## config.mk

```make
export PLATFORM = sky130hd
export DESIGN_NAME = scanline_polygon_span_fill
export DESIGN_NICKNAME = d
export VERILOG_FILES = /design/src/hdl/spf_pkg.sv /design/src/hdl/spf_ram.sv /design/src/hdl/spf_datapath.sv /design/src/hdl/spf_ctrl.sv /design/src/hdl/scanline_polygon_span_fill.sv
export VERILOG_INCLUDE_DIRS = /design/src /design/src/hdl
export SDC_FILE = /design/constraint.sdc
export NUM_CORES = 2
export LEC_CHECK = 0
export BUFFER_PORTS_ARGS = -buffer_cell sky130_fd_sc_hd__buf_2
export CAP_MARGIN = 20
export CORE_MARGIN = 2
export CORE_UTILIZATION = 40
export CTS_CLUSTER_SIZE = 24
export DETAILED_ROUTE_END_ITERATION = 8
export GPL_TIMING_DRIVEN = 0
export PLACE_DENSITY = 0.67
export REMOVE_ABC_BUFFERS = 1
export SETUP_SLACK_MARGIN = 0.4
export SLEW_MARGIN = 20
export SYNTH_ARGS = -nofsm -noshare
export SYNTH_HDL_FRONTEND = slang
export SYNTH_SLANG_ARGS = --single-unit
```

## constraint.sdc

```tcl
create_clock -name clk -period 7.7 [get_ports clk]
set_input_delay 0.77 -clock clk [delete_from_list [all_inputs] [get_ports clk]]
set_output_delay 0.77 -clock clk [all_outputs]
set_load 0.02 [all_outputs]
```

## src/hdl/scanline_polygon_span_fill_assert.svh

```systemverilog
// ----------------------------------------------------------------------------
// Assertion macros for the scanline span fill block
// Shared property wrappers used at the end of the top level.
// ----------------------------------------------------------------------------
`ifndef SCANLINE_POLYGON_SPAN_FILL_ASSERT_SVH
`define SCANLINE_POLYGON_SPAN_FILL_ASSERT_SVH

// antecedent implies consequent in the same cycle
`define SPF_ASSERT_IMP(lbl, clk_s, rst_s, ante, cons) \
  lbl: assert property (@(posedge clk_s) disable iff (rst_s) (ante) |-> (cons)) \
    else $error("assertion failed");

// antecedent implies consequent in the next cycle
`define SPF_ASSERT_NXT(lbl, clk_s, rst_s, ante, cons) \
  lbl: assert property (@(posedge clk_s) disable iff (rst_s) (ante) |=> (cons)) \
    else $error("assertion failed");

`endif

```

## src/hdl/spf_pkg.sv

```systemverilog
// ----------------------------------------------------------------------------
// spf_pkg
// Types and constants of the scanline span fill block.
// ----------------------------------------------------------------------------
package spf_pkg;
  localparam int MaxVertices = 16;
  localparam int CoordBits   = 10;
  localparam int IdxBits     = $clog2(MaxVertices);
  localparam int CntBits     = IdxBits + 1;
  localparam int MaxResults  = 8;

  localparam logic [1:0] OpStart  = 2'd0;
  localparam logic [1:0] OpAppend = 2'd1;
  localparam logic [1:0] OpQuery  = 2'd2;
  localparam logic [1:0] OpNop    = 2'd3;

  localparam int DivBits = 2 * CoordBits + 1;

  typedef logic [CoordBits-1:0] coord_t;

  // controller to datapath
  typedef struct packed {
    logic             capture;    // latch input word
    logic             store_vtx;  // write vertex store at vertex_total
    logic             start_poly; // reset vertex_total to one
    logic             edge_load;  // latch edge endpoints (read data valid)
    logic             mul_go;     // latch |dx|, |dy|, |y-y0| and sign
    logic             div_init;   // load divider
    logic             div_step;   // one quotient bit
    logic             cross_push; // insert crossing into sorted list
    logic             sort_clr;   // clear sorted count
    logic             sort_ins;   // not used; cross_push does the insertion
    logic             emit;       // present result
    logic             emit_empty; // empty-line result
    logic [IdxBits-1:0] rd_idx;   // vertex read address
  } spf_cmd_t;

  // datapath to controller
  typedef struct packed {
    logic [1:0]       op;
    logic [CntBits-1:0] total;
    logic             hit;
    logic [CntBits-1:0] ncross;
  } spf_sts_t;
endpackage

```

## src/hdl/spf_ram.sv

```systemverilog
// ----------------------------------------------------------------------------
// spf_ram
// Generic single-port-write, single-read RAM with registered read.
// ----------------------------------------------------------------------------
module spf_ram #(
  parameter int Width = 8,
  parameter int Depth = 16
) (
  input  logic                     clk,
  input  logic                     we,
  input  logic [$clog2(Depth)-1:0] waddr,
  input  logic [Width-1:0]         wdata,
  input  logic [$clog2(Depth)-1:0] raddr,
  output logic [Width-1:0]         rdata
);
  logic [Width-1:0] mem [Depth];

  always_ff @(posedge clk) begin
    if (we) begin
      mem[waddr] <= wdata;
    end
    rdata <= mem[raddr];
  end
endmodule

```

## src/hdl/spf_datapath.sv

```systemverilog
// ----------------------------------------------------------------------------
// spf_datapath
// Vertex store, edge test, crossing divider, sorted crossing list, results.
// ----------------------------------------------------------------------------
module spf_datapath (
  input  logic                  clk,
  input  logic                  rst,
  input  spf_pkg::spf_cmd_t     cmd,
  output spf_pkg::spf_sts_t     sts,
  input  logic [1:0]            operation,
  input  logic [spf_pkg::CoordBits-1:0] x_coord,
  input  logic [spf_pkg::CoordBits-1:0] y_coord,
  input  logic [spf_pkg::IdxBits-1:0]   out_idx,
  output logic [spf_pkg::CoordBits-1:0] line_y,
  output logic [spf_pkg::CoordBits-1:0] span_start,
  output logic [spf_pkg::CoordBits:0]   span_end,
  output logic                  empty_line
);
  localparam int CB = spf_pkg::CoordBits;
  localparam int IB = spf_pkg::IdxBits;
  localparam int NB = spf_pkg::CntBits;
  localparam int DB = spf_pkg::DivBits;

  logic [1:0]    op;
  logic [CB-1:0] xin, yin;
  logic [NB-1:0] total;
  logic          we;
  logic [IB-1:0] waddr;
  logic [CB-1:0] rx, ry;

  assign we    = cmd.store_vtx &&
                 (cmd.start_poly || total < NB'(spf_pkg::MaxVertices));
  assign waddr = cmd.start_poly ? '0 : total[IB-1:0];

  spf_ram #(.Width(CB), .Depth(spf_pkg::MaxVertices)) u_xram (
    .clk(clk), .we(we), .waddr(waddr), .wdata(xin), .raddr(cmd.rd_idx), .rdata(rx)
  );
  spf_ram #(.Width(CB), .Depth(spf_pkg::MaxVertices)) u_yram (
    .clk(clk), .we(we), .waddr(waddr), .wdata(yin), .raddr(cmd.rd_idx), .rdata(ry)
  );

  always_ff @(posedge clk) begin
    if (cmd.capture) begin
      op  <= operation;
      xin <= x_coord;
      yin <= y_coord;
    end
  end

  always_ff @(posedge clk) begin
    if (rst) begin
      total <= '0;
    end else if (cmd.store_vtx && cmd.start_poly) begin
      total <= NB'(1);
    end else if (we) begin
      total <= total + NB'(1);
    end
  end

  // edge endpoints: first read gives start vertex, second gives end vertex
  logic [CB-1:0] x0, y0, x1, y1;
  logic          second;
  always_ff @(posedge clk) begin
    if (rst) begin
      second <= 1'b0;
    end else if (cmd.edge_load) begin
      second <= ~second;
    end
  end
  always_ff @(posedge clk) begin
    if (cmd.edge_load) begin
      if (!second) begin
        x0 <= rx;
        y0 <= ry;
      end else begin
        x1 <= rx;
        y1 <= ry;
      end
    end
  end

  logic hit;
  assign hit = (y0 <= yin && y1 > yin) || (y0 > yin && y1 <= yin);

  // |dx|*|y-y0| / |dy| with sign handled for floor
  logic          neg;
  logic [CB-1:0] adx, ady, ayl;
  logic [DB-1:0] rem;
  logic [2*CB-1:0] quo;
  logic [CB-1:0] dvs;

  always_ff @(posedge clk) begin
    if (cmd.mul_go) begin
      adx    <= (x1 >= x0) ? x1 - x0 : x0 - x1;
      ady    <= (y1 >= y0) ? y1 - y0 : y0 - y1;
      ayl    <= (yin >= y0) ? yin - y0 : y0 - yin;
      neg    <= (x1 < x0) ^ (yin < y0) ^ (y1 < y0);
    end
  end

  always_ff @(posedge clk) begin
    if (cmd.div_init) begin
      quo  <= adx * ayl;
      dvs  <= ady;
      rem  <= '0;
    end else if (cmd.div_step) begin
      logic [DB-1:0] r2;
      r2 = {rem[DB-2:0], quo[2*CB-1]};
      if (r2 >= DB'(dvs)) begin
        rem <= r2 - DB'(dvs);
        quo <= {quo[2*CB-2:0], 1'b1};
      end else begin
        rem <= r2;
        quo <= {quo[2*CB-2:0], 1'b0};
      end
    end
  end

  // crossing value: x0 + floor(+-q), clamped to 0..1023 (negatives round down)
  logic signed [2*CB+2:0] xv;
  logic [CB-1:0] xcl;
  always_comb begin
    if (neg) begin
      xv = $signed({3'b000, x0}) - $signed({3'b000, quo})
           - ((rem != '0) ? (2*CB+3)'(1) : '0);
    end else begin
      xv = $signed({3'b000, x0}) + $signed({3'b000, quo});
    end
    if (xv < 0) begin
      xcl = '0;
    end else if (xv > $signed((2*CB+3)'({CB{1'b1}}))) begin
      xcl = '1;
    end else begin
      xcl = xv[CB-1:0];
    end
  end

  // sorted crossing list kept by insertion on push
  logic [CB-1:0] clist [spf_pkg::MaxVertices];
  logic [NB-1:0] ncross;
  always_ff @(posedge clk) begin
    if (rst || cmd.sort_clr) begin
      ncross <= '0;
    end else if (cmd.cross_push && ncross < NB'(spf_pkg::MaxVertices)) begin
      ncross <= ncross + NB'(1);
    end
  end
  always_ff @(posedge clk) begin
    if (cmd.cross_push && ncross < NB'(spf_pkg::MaxVertices)) begin
      for (int i = 0; i < spf_pkg::MaxVertices; i++) begin
        if (NB'(i) < ncross) begin
          if (clist[i] > xcl) begin
            clist[i] <= (i == 0) ? xcl :
                        ((clist[(i > 0) ? i - 1 : 0] > xcl) ?
                         clist[(i > 0) ? i - 1 : 0] : xcl);
          end
        end else if (NB'(i) == ncross) begin
          clist[i] <= (i == 0) ? xcl :
                      ((clist[(i > 0) ? i - 1 : 0] > xcl) ?
                       clist[(i > 0) ? i - 1 : 0] : xcl);
        end
      end
    end
  end

  always_ff @(posedge clk) begin
    if (cmd.emit) begin
      line_y     <= yin;
      span_start <= cmd.emit_empty ? '0 : clist[{out_idx[IB-2:0], 1'b0}];
      span_end   <= cmd.emit_empty ? '0 :
                    {1'b0, clist[{out_idx[IB-2:0], 1'b1}]} + (CB+1)'(1);
      empty_line <= cmd.emit_empty;
    end
  end

  assign sts.op     = op;
  assign sts.total  = total;
  assign sts.hit    = hit;
  assign sts.ncross = ncross;
endmodule

```

## src/hdl/spf_ctrl.sv

```systemverilog
// ----------------------------------------------------------------------------
// spf_ctrl
// Sequencer: vertex writes, edge walk, division steps, span output.
// ----------------------------------------------------------------------------
module spf_ctrl (
  input  logic                clk,
  input  logic                rst,
  input  logic                start,
  output logic                busy,
  output spf_pkg::spf_cmd_t   cmd,
  input  spf_pkg::spf_sts_t   sts,
  output logic [spf_pkg::IdxBits-1:0] out_idx,
  output logic                done,
  output logic                last_span
);
  localparam int IB = spf_pkg::IdxBits;
  localparam int NB = spf_pkg::CntBits;
  localparam int QB = $clog2(2 * spf_pkg::CoordBits + 1);

  typedef enum logic [10:0] {
    S_IDLE  = 11'b00000000001,
    S_DEC   = 11'b00000000010,
    S_RD0   = 11'b00000000100,
    S_RD1   = 11'b00000001000,
    S_LD1   = 11'b00000010000,
    S_TEST  = 11'b00000100000,
    S_MUL   = 11'b00001000000,
    S_DINIT = 11'b00010000000,
    S_DIV   = 11'b00100000000,
    S_PUSH  = 11'b01000000000,
    S_EMIT  = 11'b10000000000
  } state_t;

  state_t state, state_next;
  logic [NB-1:0] eidx;
  logic [QB-1:0] dcnt;
  logic [NB-1:0] pairs;
  logic [IB-1:0] oidx;

  logic [NB-1:0] nxt_e;
  assign nxt_e = (eidx + NB'(1) < sts.total) ? eidx + NB'(1) : '0;

  always_comb begin
    cmd = '0;
    state_next = state;
    cmd.rd_idx = eidx[IB-1:0];
    case (state)
      S_IDLE: begin
        if (start) begin
          cmd.capture = 1'b1;
          state_next  = S_DEC;
        end
      end
      S_DEC: begin
        cmd.sort_clr = 1'b1;
        if (sts.op == spf_pkg::OpStart) begin
          cmd.store_vtx  = 1'b1;
          cmd.start_poly = 1'b1;
          state_next     = S_IDLE;
        end else if (sts.op == spf_pkg::OpAppend) begin
          cmd.store_vtx = 1'b1;
          state_next    = S_IDLE;
        end else if (sts.op == spf_pkg::OpQuery) begin
          state_next = (sts.total < NB'(2)) ? S_EMIT : S_RD0;
        end else begin
          state_next = S_IDLE;
        end
      end
      S_RD0: state_next = S_RD1;
      S_RD1: begin
        cmd.edge_load = 1'b1;
        cmd.rd_idx    = nxt_e[IB-1:0];
        state_next    = S_LD1;
      end
      S_LD1: begin
        cmd.rd_idx = nxt_e[IB-1:0];
        state_next = S_TEST;
      end
      S_TEST: begin
        cmd.edge_load = 1'b1;
        state_next    = S_MUL;
      end
      S_MUL: begin
        if (sts.hit) begin
          cmd.mul_go = 1'b1;
          state_next = S_DINIT;
        end else begin
          state_next = (eidx + NB'(1) < sts.total) ? S_RD0 : S_EMIT;
        end
      end
      S_DINIT: begin
        cmd.div_init = 1'b1;
        state_next   = S_DIV;
      end
      S_DIV: begin
        cmd.div_step = 1'b1;
        if (dcnt == QB'(2 * spf_pkg::CoordBits - 1)) begin
          state_next = S_PUSH;
        end
      end
      S_PUSH: begin
        cmd.cross_push = 1'b1;
        state_next = (eidx + NB'(1) < sts.total) ? S_RD0 : S_EMIT;
      end
      S_EMIT: begin
        cmd.emit       = 1'b1;
        cmd.emit_empty = (pairs == '0);
        if (pairs == '0 || NB'(oidx) + NB'(1) >= pairs) begin
          state_next = S_IDLE;
        end
      end
      default: state_next = S_IDLE;
    endcase
  end

  always_ff @(posedge clk) begin
    if (rst) begin
      state <= S_IDLE;
      eidx  <= '0;
      dcnt  <= '0;
      oidx  <= '0;
      done  <= 1'b0;
      last_span <= 1'b0;
    end else begin
      state <= state_next;
      done  <= cmd.emit;
      last_span <= cmd.emit && (state_next == S_IDLE);
      if (state == S_DEC) begin
        eidx <= '0;
        oidx <= '0;
      end else if (state == S_MUL && !sts.hit) begin
        eidx <= eidx + NB'(1);
      end else if (state == S_PUSH) begin
        eidx <= eidx + NB'(1);
      end
      if (state == S_DINIT) begin
        dcnt <= '0;
      end else if (state == S_DIV) begin
        dcnt <= dcnt + QB'(1);
      end
      if (state == S_EMIT) begin
        oidx <= oidx + IB'(1);
      end
    end
  end

  always_comb begin
    pairs = {1'b0, sts.ncross[NB-1:1]};
    if (pairs > NB'(spf_pkg::MaxResults)) begin
      pairs = NB'(spf_pkg::MaxResults);
    end
  end

  assign out_idx = oidx;
  assign busy    = (state != S_IDLE);
endmodule

```

## src/hdl/scanline_polygon_span_fill.sv

```systemverilog
// ----------------------------------------------------------------------------
// scanline_polygon_span_fill
// Polygon store with scanline span queries.
// ----------------------------------------------------------------------------
// Usage: drive operation, x_coord, y_coord and raise start while busy is low;
// the word is taken at that edge. Operation 0 starts a polygon with the
// vertex, 1 appends one (dropped when 16 are stored), 2 queries scanline
// y_coord, 3 does nothing.
// A query walks each edge through states RD0, RD1, LD1, TEST and MUL; an edge
// that crosses the line adds DINIT, a 20-step restoring divider and PUSH.
// Results follow as one word per cycle on line_y, span_start, span_end,
// empty_line, last_span, marked by valid for one cycle; the receiver cannot
// stall. A line with no crossings gives one word with empty_line set.
// Reset clears the vertex count and the sequencer; stores need no clearing.
// ----------------------------------------------------------------------------
`include "scanline_polygon_span_fill_assert.svh"

module scanline_polygon_span_fill (
  input  logic        clk,
  input  logic        rst,
  input  logic        start,
  output logic        busy,
  input  logic [1:0]  operation,
  input  logic [spf_pkg::CoordBits-1:0] x_coord,
  input  logic [spf_pkg::CoordBits-1:0] y_coord,
  output logic        valid,
  output logic [spf_pkg::CoordBits-1:0] line_y,
  output logic [spf_pkg::CoordBits-1:0] span_start,
  output logic [spf_pkg::CoordBits:0]   span_end,
  output logic        empty_line,
  output logic        last_span
);
  spf_pkg::spf_cmd_t cmd;
  spf_pkg::spf_sts_t sts;
  logic [spf_pkg::IdxBits-1:0] out_idx;

  spf_ctrl u_ctrl (
    .clk(clk), .rst(rst), .start(start), .busy(busy), .cmd(cmd), .sts(sts),
    .out_idx(out_idx), .done(valid), .last_span(last_span)
  );

  spf_datapath u_dp (
    .clk(clk), .rst(rst), .cmd(cmd), .sts(sts),
    .operation(operation), .x_coord(x_coord), .y_coord(y_coord),
    .out_idx(out_idx), .line_y(line_y), .span_start(span_start),
    .span_end(span_end), .empty_line(empty_line)
  );

  `SPF_ASSERT_IMP(a_last_valid, clk, rst, last_span, valid)
  `SPF_ASSERT_IMP(a_empty_last, clk, rst, valid && empty_line, last_span)
  `SPF_ASSERT_NXT(a_accept_busy, clk, rst, start && !busy, busy)
endmodule

```

Yosys cells after proc, flatten, opt, wreduce, memory -nomap -nowiden. Memories as Yosys holds them, arrays and structs flattened. A register that Yosys moved wholly into a read port is not among the register bits. Index checks and enable logic that the tools add are counted.

Register bits: 204. Bits in writable memories: 480. Input port bits: 25. Output and inout port bits: 35. Word-level logic and storage cells: 384. Memories: 3.

Add/subtract/negate cells: 17. Multipliers: 1. $lt $le $gt $ge: 51. Eq/ne operators: 31. Multiplexer cells: 208. Bitwise gates (word level): 19. Reduce and logical (&&, ||, !) cells: 27.

Memory list: u_dp.clist (words 16, width 10, rd ports 18, clocked after memory_dff 2, wr ports 16, line spf_datapath.sv:139) `logic [CB-1:0] clist [spf_pkg::MaxVertices];`; u_dp.u_xram.mem (words 16, width 10, rd ports 1, clocked after memory_dff 1, wr ports 1, line spf_ram.sv:16) `logic [Width-1:0] mem [Depth];`; u_dp.u_yram.mem (words 16, width 10, rd ports 1, clocked after memory_dff 1, wr ports 1, line spf_ram.sv:16).

Operator list (number): 10-bit 2-to-1 mux (36); 10-bit greater-than comparator (18); 1-bit 2-to-1 mux (146); 11-bit one-hot mux with 11 select lines (1); 11-bit 2-to-1 mux (9); 10-bit subtractor (6); 4-bit by 5-bit == test with 1-bit output (first input constant) (8); 4-bit by 5-bit less-than comparator with 1-bit output (first input constant) (8); 20-bit 2-to-1 mux (2); 4-bit 2-to-1 mux (8); 10-bit >= comparator (3); 10-bit less-than comparator (3); 23-bit by 11-bit greater-than comparator with 1-bit output (second input constant) (1); 23-bit by 1-bit less-than comparator with 1-bit output (second input constant) (1); 23-bit 2-to-1 mux (1); 23-bit subtractor (1); 11-bit by 1-bit == test with 1-bit output (second input constant) (2); 10-bit by 20-bit adder with 21-bit output (1); 21-bit by 10-bit >= comparator with 1-bit output (1); 21-bit 2-to-1 mux (1); 21-bit nonzero test (1); 10-bit by 20-bit subtractor with 21-bit output (1); 21-bit by 10-bit subtractor with 21-bit output (1); 5-bit by 1-bit adder with 5-bit output (second input constant) (4); 43 further kinds (90).

Logic depth before layout (Yosys ltp).
Depth after elaboration: 13. Mapped depth: 31. Depth with buffers taken out: 28.

By module. From an unflattened synthesis, not the netlist that was laid out.

Cells, all modules: 3230. Area, all modules: 41262.1 sq um.

By module, submodules not included: spf_datapath (instances 1, cells each 2459, area each 26867.0 sq um, seq. area each 10099.7 sq um); spf_ram (instances 2, cells each 279, area each 6353.6 sq um, seq. area each 5004.8 sq um); spf_ctrl (instances 1, cells each 213, area each 1687.9 sq um, seq. area each 540.5 sq um).

Least setup slack after synthesis. No wires, ideal clock.

Path type: reg2reg. Start: reg u_dp.rem[10]. End: mem u_dp.clist[4][0] in the netlist's numbering, enable pin. Setup time: 380 ps. Arrival time: 6701 ps. Required time: 7320 ps. Slack: 619 ps. Cell stages (with the launch flop): 30. Buffers on the path: 2. Period minus slack after synthesis: 7081 ps. Path through: dfxtp_1 or4_1 or3_1 or3_1 nor3_1 nand4_1 ha_1 ha_1 and2_1 o221a_1 a21boi_0 a21bo_2 o31a_1 a22oi_2 a221oi_4 a31oi_4 buf_6 inv_1 ha_1 nor2b_1 o21a_1 o21a_1 o21ai_0 nand2b_1 a21oi_1 or2_2 a21oi_1 clkbuf_1 nand2_1 a21oi_1.

RTL lines: start, declared (line spf_datapath.sv:88) `logic [DB-1:0] rem;`; start signal, assigned (line spf_datapath.sv:110) `rem <= r2 - DB'(dvs);`; start signal, assigned (line spf_datapath.sv:113) `rem <= r2;`; end, declared (line spf_datapath.sv:139).

==> summary.md <==
| Metric | Value |
|---|---|
| Max VDD drop | 246.7 uV |
| Syn Inst Count | 3,586 |
| Initial DRT Pass Iterations | 5 |
| Aggregate global routing overflow | 0 |
| CP Class | reg -> reg |
| DP Area | 0.04375 sq mm |
| Critical Path Start Type | register |
| Worst Path Arrival | 7.41 ns |
| Placement Setup Slack | -0.9987 ns |
| CTS Buf Count | 80 |
| Initial drt markers | 2,163 |
| Post-synth top flop | edfxtp_1 |
| Die Wd | 325.5 microns |
| Asr flop ratio synth | 0 |
| Worst-skew pair later-pin latency | 0.67 ns |
| Worst-path maximum fanout | 11 |
| Post-DP HPWL | 71.56 mm |
| Vias in the first global route | 27,990 |
| P per Cell Area | 169.3 mW/mm^2 |
| Gr usage total | 0.1883 |
| Dpl cells | 4,889 |
| Final setup fails | 0 |
| # nets final | 4,122 |
| Via count | 28,420 |
| Row cnt | 117 |
| Sink Count | 717 |
| Routed WL | 101.7 mm |
| Ys Warns | 0 |
| DRC viols | 0 |
| Hold Crit Start | x_coord[3] |
| Reg2Reg Launch Point | u_dp.rem[10] |
| Antenna violations before repair | 0 |
| Number of synthesized flops with an enable pin | 635 |
| Vias per cell | 5.528 |
| Post-route ant nets | 0 |
| RSZ-0062 raised after global routing | yes |
| Worst min-delay path category | in -> reg |
| CTS root buf | clkbuf_16 |
| Status | completed |
| Largest net degree at the start of global routing | 123 |
| Fmax | 0.1428 GHz |
| Share of post-route cells with drive strength above 1 | 0.1710 |
| Area delta synth->final | 14.88% |
| H-tree depth | 3 |
| Die Area | 0.1059 sq mm |
| Io pins | 60 |
| Max Cap Viol | 0 |
| Slew Limit Fails | 0 |
| Final Non-Filler Cells | 5,140 |
| Register area | 0.02071 sq mm |
| WHS Path Cells | 1 |
| Final instance area | 0.04749 sq mm |
| Syn avg cell area | 11.53 sq um |
| Total negative setup slack | 0 ns |
| Sequential-to-total area share from yosys stat | 0.5010 |
| Min Tclk post-route | 7.005 ns |
| Worst-Margin Slew | 1.199 ns |
| Clock transition at path regs | 0.06 ns |
| CTS tree | yes |
| Worst Reg2Reg Path Length in Cells | 24 |
| Post-Syn Area | 0.04134 sq mm |
| Clk buf depth | 3 |
| First-pass GRT wire length | 158.4 mm |
| Max_slew headroom | 0.1987 |
| Core box area | 0.1022 sq mm |
| Final hold vios | 0 |
| CTS Hold Bufs | 0 |
| Final worst setup slack | 0.6948 ns |
| FF+latch count, synth | 717 |
| ANT cells | 0 |
| Critical Path RT | 8.11 ns |
| Final period utilization | 0.9098 |
| Worst setup EP type | register |
| GPL Wtd Cong | 0.8742 |
| Total Power | 8.038 mW |
| Multi-input logic area | 0.01958 sq mm |
| Routed wire per std cell | 19.78 microns |
| Fillcell total | 9,206 |
| Distinct cells, synth | 90 |
| Port buffer count | 59 |
| Worst reg2reg setup slack | 0.69 ns |
| Final Skew | 0.04145 ns |
| Hold Path Sink | u_dp.xin[3] |
| Starting Density | 0.4045 |
| R2r endpoint | u_dp.clist[10][6] |
| Die Height | 325.5 microns |
| Pleak | 17.89 nW |
## layout make-up
class                           instances  area share
Timing Repair Buffer                  205     0.04403
Tap cell                             1368     0.03605
Inverter                              215     0.01771
Multi-Input combinational cell       2486      0.4123
Sequential cell                       717      0.4362
Clock buffer                           99     0.04537
Clock inverter                         50    0.008326
## cell usage after synthesis (14+ instances only)
| cell | number | area [sq um] |
|---|---|---|
| a21boi_0 | 17 | 127.6 |
| edfxtp_1 | 635 | 19070 |
| clkbuf_1 | 143 | 536.8 |
| nor3_1 | 54 | 270.3 |
| o22ai_1 | 33 | 206.5 |
| inv_1 | 214 | 803.3 |
| nor2b_1 | 52 | 325.3 |
| nand2_1 | 361 | 1355 |
| nand3_1 | 98 | 490.5 |
| mux2_2 | 135 | 1520 |
| nand2b_1 | 33 | 206.5 |
| a221o_1 | 22 | 220.2 |
| and2_1 | 92 | 575.6 |
| a21oi_1 | 136 | 680.7 |
| or3_1 | 14 | 87.58 |
| a21o_1 | 49 | 367.9 |
| xor2_1 | 33 | 289.0 |
| xnor2_1 | 70 | 613.1 |
| dfxtp_1 | 82 | 1642 |
| a211oi_1 | 54 | 405.4 |
| o21ai_0 | 156 | 780.8 |
| mux4_2 | 40 | 900.9 |
| ha_1 | 321 | 4016 |
| mux2_4 | 24 | 360.4 |
| o21a_1 | 30 | 225.2 |
| o211ai_1 | 16 | 120.1 |
| mux2i_1 | 45 | 450.4 |
| fa_1 | 71 | 1421 |
| nand4_1 | 30 | 187.7 |
| a31oi_1 | 47 | 294.0 |
| nor2_1 | 282 | 1059 |
## worst max-delay path by stage
stage                        start              endpoint  slack [ns]  cells after the start
detailed placement    u_dp.rem[10]      u_dp.clist[6][6]        -1.0                     28
finish                u_dp.rem[10]     u_dp.clist[10][6]        0.69                     24
floorplan           u_ctrl.eidx[0]  u_dp.u_xram.rdata[8]       -0.01                     11
global route            u_dp.x0[1]     u_dp.clist[14][1]        0.36                     26
CTS                     u_dp.x0[1]      u_dp.clist[9][8]        0.40                     24
global placement    u_ctrl.eidx[0]  u_dp.u_xram.rdata[2]       -4.35                     11
## report_power, final
part,switching (mW),internal [mW]
combinational,0.0524,0.0377
sequential,0.0386,4.23
clock,1.63,2.05
## cells by family after synthesis
| group | Yosys count | share of synthesized area |
|---|---|---|
| simple gates | 1091 | 0.1240 |
| flops | 717 | 0.5010 |
| mux | 244 | 0.07819 |
| buf+inv | 385 | 0.03732 |
| fa+ha+maj | 392 | 0.1315 |
| compound gates | 654 | 0.1061 |
| xor+xnor | 103 | 0.02182 |
## worst max-delay path, cell delays in order (launching register included)
cell	delay (ns)
dfxtp_1	0.36
or4_1	0.58
or3_1	0.40
or3_1	0.38
nor3_2	0.16
nand4_1	0.21
ha_1	0.28
ha_1	0.23
and2_1	0.19
o221a_1	0.16
a21boi_0	0.14
a21bo_2	0.24
o32ai_1	0.11
a31o_4	0.33
buf_4	0.18
a31oi_4	0.37
clkinvlp_4	0.18
buf_4	0.18
buf_4	0.16
ha_1	0.30
nor2b_1	0.13
o21ai_0	0.44
o211ai_1	0.30
nand2_2	0.35
mux2_2	0.38
## per-stage QoR
step                      utilization  hold WS [ns]
after floorplan                     -        0.4003
after global placement         0.4170        0.4051
after detailed placement       0.4281        0.4045
after CTS                      0.4587        0.2493
after global routing           0.4647        0.2586
final                          0.4647        0.2831
## routing by layer
metal / GRT usage / part of all wire
met5: 0 / 0
met4: 0.06542 / 0.031
met3: 0.02775 / 0.062
met2: 0.3126 / 0.47
met1: 0.2514 / 0.43
## what timing repair did
action / CTS / global route
gates resized for setup: 38 / 16
setup endpoints to repair: 300 / 279
buffers inserted: 49 / 51
pin swaps: 6 / 17
cloned: 1 / 1
## flip-flops by register name, summed over array words and instances (netlist names), 11 cells and up, named ones only
register         count
u_dp.clist         160
u_dp.u_xram.mem    160
u_dp.u_yram.mem    160
u_dp.rem            21
u_dp.quo            20
u_ctrl.state        11
u_dp.span_end       11
## layout by cell type (no fill, tap or decap), types with 90 or more instances in the layout
| master | synthesis | final |
|---|---|---|
| a21oi_1 | 136 | 126 |
| and2_1 | 92 | 90 |
| buf_4 | 1 | 98 |
| ha_1 | 321 | 321 |
| mux2_2 | 135 | 134 |
| edfxtp_1 | 635 | 635 |
| inv_1 | 214 | 204 |
| nand2_1 | 361 | 359 |
| o21ai_0 | 156 | 152 |
| nand3_1 | 98 | 97 |
| nor2_1 | 282 | 255 |
(Power assumes the default switching activity.)
